$ cat src/hdl/hcbp_pkg.sv
// Package for the code bit packer: request codes, widths and the command
// type passed from the table lookup front to the bit packing back end.
// No dependencies.
package hcbp_pkg;

    localparam int MAX_CODE_LEN = 32;
    localparam int CODE_LIMIT   = (MAX_CODE_LEN < 32) ? MAX_CODE_LEN : 32;

    // Bit window of the packer: up to seven pending bits plus one code.
    localparam int WIN_W = CODE_LIMIT + 8;
    localparam int CNT_W = $clog2(WIN_W + 1);

    localparam int Q_DEPTH = 4;
    localparam int QPTR_W  = $clog2(Q_DEPTH);
    localparam int QCNT_W  = $clog2(Q_DEPTH + 1);

    localparam int SYM_W  = 8;
    localparam int CODE_W = 32;
    localparam int LEN_W  = 6;

    localparam logic [1:0] REQ_LOAD   = 2'd0;
    localparam logic [1:0] REQ_ENCODE = 2'd1;
    localparam logic [1:0] REQ_FLUSH  = 2'd2;

    typedef struct packed {
        logic              flush;
        logic [CODE_W-1:0] code;
        logic [LEN_W-1:0]  len;
    } t_cmd;

    typedef struct packed {
        logic full;
        logic empty;
    } t_q_status;

endpackage

$ cat src/hdl/hcbp_queue.sv
// Short command queue between the lookup front and the packing back end.
// Depends on hcbp_pkg.
module hcbp_queue (
    input  logic                 i_clk,
    input  logic                 i_rst_n,
    input  logic                 i_push,
    input  hcbp_pkg::t_cmd       i_cmd,
    input  logic                 i_pop,
    output hcbp_pkg::t_cmd       o_cmd,
    output hcbp_pkg::t_q_status  o_status
);
    hcbp_pkg::t_cmd                 r_mem [hcbp_pkg::Q_DEPTH];
    logic [hcbp_pkg::QPTR_W-1:0]    r_wr_ptr;
    logic [hcbp_pkg::QPTR_W-1:0]    r_rd_ptr;
    logic [hcbp_pkg::QCNT_W-1:0]    r_count;

    always_comb begin
        o_status.full  = r_count == hcbp_pkg::QCNT_W'(hcbp_pkg::Q_DEPTH);
        o_status.empty = r_count == '0;
        o_cmd          = r_mem[r_rd_ptr];
    end

    always_ff @(posedge i_clk) begin
        if (!i_rst_n) begin
            r_wr_ptr <= '0;
            r_rd_ptr <= '0;
            r_count  <= '0;
        end else begin
            if (i_push) begin
                r_wr_ptr <= r_wr_ptr + 1'b1;
            end
            if (i_pop) begin
                r_rd_ptr <= r_rd_ptr + 1'b1;
            end
            if (i_push && !i_pop) begin
                r_count <= r_count + 1'b1;
            end else if (i_pop && !i_push) begin
                r_count <= r_count - 1'b1;
            end
        end
    end

    always_ff @(posedge i_clk) begin
        if (i_push) begin
            r_mem[r_wr_ptr] <= i_cmd;
        end
    end

    a_no_overflow: assert property (@(posedge i_clk) disable iff (!i_rst_n)
        i_push |-> !o_status.full)
        else $error("push into a full command queue");

    a_no_underflow: assert property (@(posedge i_clk) disable iff (!i_rst_n)
        i_pop |-> !o_status.empty)
        else $error("pop from an empty command queue");

endmodule

$ cat config.mk
export PLATFORM = sky130hd
export DESIGN_NAME = hcbp_queue
export DESIGN_NICKNAME = d
export VERILOG_FILES = /design/src/hdl/hcbp_pkg.sv /design/src/hdl/hcbp_queue.sv
export SDC_FILE = /design/constraint.sdc
export NUM_CORES = 1
export LEC_CHECK = 0
export BUFFER_PORTS_ARGS = -buffer_cell sky130_fd_sc_hd__buf_2
export CORE_MARGIN = 3
export CORE_UTILIZATION = 25
export DETAILED_ROUTE_END_ITERATION = 6
export HOLD_SLACK_MARGIN = 0.05
export SYNTH_ARGS = -nofsm -noshare
export SYNTH_HDL_FRONTEND = slang
export SYNTH_SLANG_ARGS = --single-unit
$ cat constraint.sdc
create_clock -name i_clk -period 2.1 [get_ports i_clk]
set_input_delay 0.315 -clock i_clk [delete_from_list [all_inputs] [get_ports i_clk]]
set_output_delay 0.315 -clock i_clk [all_outputs]
set_load 0.005 [all_outputs]
==> results of run 1 <==
## cells by family after synthesis
logic type / count (synthesis)
AOI/OAI and AO/OA: 2
xor gates and xnor gates: 5
adders and majority gates: 6
buffers and inverters: 12
DFF: 165
muxes: 41
and+or+nand+nor: 15
## cell usage after synthesis (all sizes together)
cell type  count
edfxtp       156
mux4          39
and2           9
dfxtp          9
buf            6
ha             5
inv            4
xor2           3
clkbuf         2
mux2i          2
nor2b          2
xnor2          2
a21boi         1
fa             1
nand2          1
nor3           1
nor3b          1
o21ai          1
or3            1
## per-layer routing
layer,up-vias,GRT usage,share of wire
met3,13,0.0342,0.052
met5,-,0,0.0012
met2,60,0.147,0.51
met4,2,0.0326,0.013
li1,1234,-,-
met1,1428,0.104,0.42
## cell usage in the layout, fill, tap and decap left out, drive strengths merged
| cell | netlist | routed |
|---|---|---|
| xor2 | 3 | 3 |
| bufinv | 0 | 4 |
| buf | 6 | 91 |
| dfxtp | 9 | 9 |
| fa | 1 | 1 |
| clkbuf | 2 | 19 |
| ha | 5 | 5 |
| edfxtp | 156 | 156 |
| mux4 | 39 | 39 |
| xnor2 | 2 | 2 |
| o21ai | 1 | 1 |
| a21boi | 1 | 1 |
| nor3b | 1 | 1 |
| nand2 | 1 | 1 |
| clkinvlp | 0 | 3 |
| mux2i | 2 | 2 |
| clkinv | 0 | 1 |
| inv | 4 | 9 |
| nor2b | 2 | 2 |
| nor3 | 1 | 1 |
| and2 | 9 | 9 |
| or3 | 1 | 1 |
## worst max-delay path: cells and delay by family, from the launching register on
family	cells	cell delay, ns
buf+inv	2	0.35
flops	1	0.38
mux	1	0.54
## power groups by stage
stage	Combinational [mW]	Clock, mW	Sequential, mW
global placement	0.674	0	3.89
global route	0.750	3.53	3.84
detailed placement	0.693	0	3.90
finish	0.673	3.27	3.83
floorplan	0.387	0	3.88
CTS	0.696	3.38	3.83
## through the flow
step                utilization  setup TNS (ns)  cells  total power [mW]
floorplan                     -               0    246              4.27
detailed placement        0.292               0    648              4.59
CTS                       0.319               0    680              7.91
global route              0.319         -0.0186    680              8.12
global placement          0.292               0    648              4.56
finish                    0.319               0    680              7.77
## sequential cells by signal, indices dropped and copies added, names as in the netlist, named ones only
name	flops
r_count	3
r_mem	156
r_rd_ptr	2
r_wr_ptr	2
## worst min-delay path by stage
stage | endpoint | slack [ns] | cells past startpoint
floorplan | r_mem[0][0] | 0.41 | 0
global placement | r_count[2] | 0.49 | 2
detailed placement | r_mem[1][4] | 0.54 | 1
CTS | r_mem[1][5] | 0.08 | 1
global route | r_mem[1][5] | 0.08 | 1
finish | r_mem[1][5] | 0.11 | 1
## timing repair
action                     in CTS  in global routing
resized for setup               0                  2
setup endpoints to repair       0                  2
hold buffers                    0                  0
## final cells by class
class | count | area, sq um | share of cell area
tap | 319 | 399 | 0.0528
sequential | 165 | 4870 | 0.644
timing repair buffer | 91 | 514 | 0.0680
multi-input combinational | 69 | 1130 | 0.150
clock buffer | 19 | 433 | 0.0573
clock inverter | 13 | 194 | 0.0257
inverter | 4 | 15.0 | 0.00199
==> flow_summary.ini, run 1 <==
[synthesis]
synth_warnings = 0
synth_top_area_cell = edfxtp_1
synth_area_leaders = edfxtp_1 (77%), mux4_2 (14%), dfxtp_1 (3.0%)
syn_nets = 295
netlist_instances = 246
synth_compound_gate_area_share = 0.00206
synth_top_family_by_area = multiplexers
ys_ff_latch = 165
synth-xor-area-share = 0.00722
synth_mux_area_frac = 0.148
yosys.area_share.simple = 0.0151
avgSynthCellArea_sq_um = 24.6
synth.distinct_cells = 21
yosysTopAreaCellShare = 0.773
syn_area_sq_um = 6060
synth-seq-area-share = 0.802
synthAdderAreaFrac = 0.0136

[placement]
numPortBuffers = 83
placed_area_sq_um = 6920
dp_hpwl_microns = 7110
pre_cts_slack_ns = 0.132
finalWeightedCongestion = 0.604

[clock_tree]
cts_buffers = 17
cts_sinks = 165
post-cts-setup-buffers = 0
clock_latency_ns = 0.42
cts_buffer_depth = 2
cts_tree = built
path_clk_slew_ns = 0.07
ctsHtreeMaxLevel = 4
cts_root_buffer = clkbuf_16

[run]
drv_cap = 0

[grt]
grt_pass1_wl_microns = 17200
grt_pass1_vias = 3067
grt-ovfl-total = 0
track_usage = 0.0882
grt_antenna_before_repair = 1
grt_max_degree = 40

[timing]
skew_ns = 0.00547
worst_slew_pin_slew_ns = 1.16
period_minus_slack_ns = 2.03
hold_viol_final = 0
timing.final.ws_setup_ns = 0.0746
setup_viol = 0
drv_slew = 0
clock.fmax_mhz = 494
whs_ns = 0.112
rsz0062_at_grt = yes
finalCritPeriodShare = 0.964
slew_headroom = 0.226

[detailed_routing]
drt_iter0_drc = 165
vias_per_cell = 4.03
ant_nets = 0
first_pass_iters = 6
remaining_drc_errors = 0
routedWlPerCell_microns = 16.1
dr_total_vias = 2737
totalWireLength_microns = 10900

[floorplanning]
fp.coreArea_sq_um = 23700
dieArea_sq_um = 26200
start_util = 0.256
die_h_microns = 162
core.rowCount = 56
chipWidth_microns = 162
ios = 84

[power_and_ir_drop]
clkPwrFrac = 0.421
p_seq_frac = 0.492
vdd_drop_max_uv = 416
power_density_nw_per_um2 = 1030
swShare = 0.211
power_leakage_nw = 2.53
p_sw_mw = 1.64
combPwrFrac = 0.087
power.internal_mw = 6.13

[min_path]
hold_class = in2reg
hold_path.startpoint = i_cmd[5]

[setup_path]
endpoint_kind = primary output
ff2ff_path_depth = 3
cp-start-kind = register
cpMaxStageDelayCell = mux4_2
critical_path_class = reg2out
path_max_fanout = 22
endpoint = o_cmd[22]
cp.arrival_ns = 1.71
r2r-start = r_wr_ptr[0]
rr_endpoint = r_mem[0][28]
worst_ep_required_time_ns = 1.78
rrSetupSlack_ns = 0.22
cp_slowest_stage_delay_ns = 0.54
cp_cell_sequence = buf_16, mux4_2, buf_2

[final_layout]
drive_gt1_frac = 0.460
nNetsFinal = 397
nFillCells = 2338
n_antenna_cell = 0
design_area_sq_um = 7560
area_delta_synth_final_pct = 24.7

[outcome]
status = finished, final reports clean
No activity file was read; power rests on OpenSTA's default activity.
==> run 2, diff against run 1 <==
- RECOVER_POWER: not set -> 50
==> run 2 against run 1 <==
  * Sequential power about the same
  * Global-route usage unchanged
  * Largest power group unchanged
  * Combinational power down 2%
==> flow_summary.ini, run 2 (synthesis gave the netlist of run 1 again) <==
[timing]
setup_viol = 0
finalCritPeriodShare = 0.964
setup-tns-final_ns = 0
worst_slew_pin_slew_ns = 1.16
period_minus_slack_ns = 2.03
rsz0062_at_grt = yes
hold_viol_final = 0
timing.final.ws_setup_ns = 0.0748
clock.fmax_mhz = 494
drv_slew = 0
whs_ns = 0.157
skew_ns = 0.00594
slew_headroom = 0.225

[placement]
dp_hpwl_microns = 7110
pre_cts_slack_ns = 0.132
dp_cells = 648
placed_area_sq_um = 6920
finalWeightedCongestion = 0.604
numPortBuffers = 83

[run]
drv_cap = 0

[grt]
grt_pass1_wl_microns = 17200
grt_antenna_before_repair = 0
grt-ovfl-total = 0
grt_max_degree = 40
track_usage = 0.0882
grt_pass1_vias = 3067

[final_layout]
fin_util = 0.317
layout_commonest_cell = edfxtp_1
most-common-layout-cells = edfxtp_1 (156), clkbuf_1 (42), buf_2 (42)
drive_gt1_frac = 0.349
area_delta_synth_final_pct = 23.8
design_area_sq_um = 7510
reg.largest.list = r_mem (156), r_count (3)
largest_reg_flops = 156
nNetsFinal = 397
regMostFlops = r_mem
n_antenna_cell = 0
layout.cells.non_filler = 680

[setup_path]
r2r-start = r_wr_ptr[0]
endpoint = o_cmd[22]
cp-start-kind = register
critical_path_class = reg2out
worst_ep_required_time_ns = 1.78
cp.arrival_ns = 1.71
rr_endpoint = r_mem[0][28]
path_max_fanout = 22
ff2ff_path_depth = 3
endpoint_kind = primary output
rrSetupSlack_ns = 0.22

[detailed_routing]
vias_per_cell = 4.01
drt_iter0_drc = 165
ant_nets = 0
remaining_drc_errors = 0
first_pass_iters = 4
totalWireLength_microns = 10900
routedWlPerCell_microns = 16.1
dr_total_vias = 2730

[outcome]
status = finished, final reports clean

[power_and_ir_drop]
power_density_nw_per_um2 = 1030
p_sw_mw = 1.64
clkPwrFrac = 0.422
vdd_drop_max_uv = 416
power.internal_mw = 6.12
power_leakage_nw = 2.42
power.total_mw = 7.76
combPwrFrac = 0.085
p_seq_frac = 0.493
swShare = 0.211

[floorplanning]
chipWidth_microns = 162
ios = 84
fp.coreArea_sq_um = 23700
core.rowCount = 56
die_h_microns = 162
start_util = 0.256
dieArea_sq_um = 26200

[clock_tree]
path_clk_slew_ns = 0.07
clock_latency_ns = 0.42
cts_tree = built
cts_buffers = 17
cts_sinks = 165
post-cts-setup-buffers = 0
ctsHtreeMaxLevel = 4
cts_buffer_depth = 2
cts_root_buffer = clkbuf_16

[min_path]
hold_class = in2reg
[run 2: cell count changes in the layout (fill, tap and decap cells not counted)]
cell / change
buf_2: -40
clkbuf_1: +40
and2_0: +4
and2_1: -4
buf_4: -1
clkbuf_2: +1
[run 2: how the worst min path moves through the flow]
stage          cells after the start  slack [ns]           end  startpoint
5_1_grt                            1        0.13  r_mem[0][31]   i_cmd[31]
6_report                           1        0.16   r_mem[1][5]    i_cmd[5]
4_1_cts                            1        0.08   r_mem[1][5]    i_cmd[5]
2_1_floorplan                      0        0.41   r_mem[0][0]    i_cmd[0]
3_3_place_gp                       2        0.49    r_count[2]  r_count[2]
3_5_place_dp                       1        0.54   r_mem[1][4]    i_cmd[4]
[run 2: power groups by stage]
stage	Sequential [mW]	Combinational [mW]	Clock, mW
floorplan	3.88	0.387	0
global placement	3.89	0.674	0
detailed placement	3.90	0.693	0
CTS	3.83	0.696	3.38
global route	3.84	0.738	3.53
finish	3.82	0.661	3.28
[run 2: worst max-delay path, cell delays in order, from the launching register on]
cell and delay [ns]:
dfxtp_4 0.38, buf_16 0.20, mux4_2 0.54, buf_2 0.15
[run 2: routing by layer]
metal,share of wire,GRT usage
met5,0,0
met1,0.43,0.104
met4,0.013,0.0326
met3,0.051,0.0342
met2,0.51,0.147
[run 2: cell type report]
| cell class | instances | area (sq um) |
|---|---|---|
| fill | 2349 | 16200 |
| sequential | 165 | 4870 |
| multi-input combinational | 69 | 1130 |
| timing repair buffer | 91 | 462 |
| clock buffer | 19 | 433 |
| tap | 319 | 399 |
| clock inverter | 13 | 194 |
| inverter | 4 | 15.0 |
[run 2: repair_timing]
action	CTS	global route
setup endpoints to repair	0	2
hold buffers	0	0
gates resized for setup	0	2
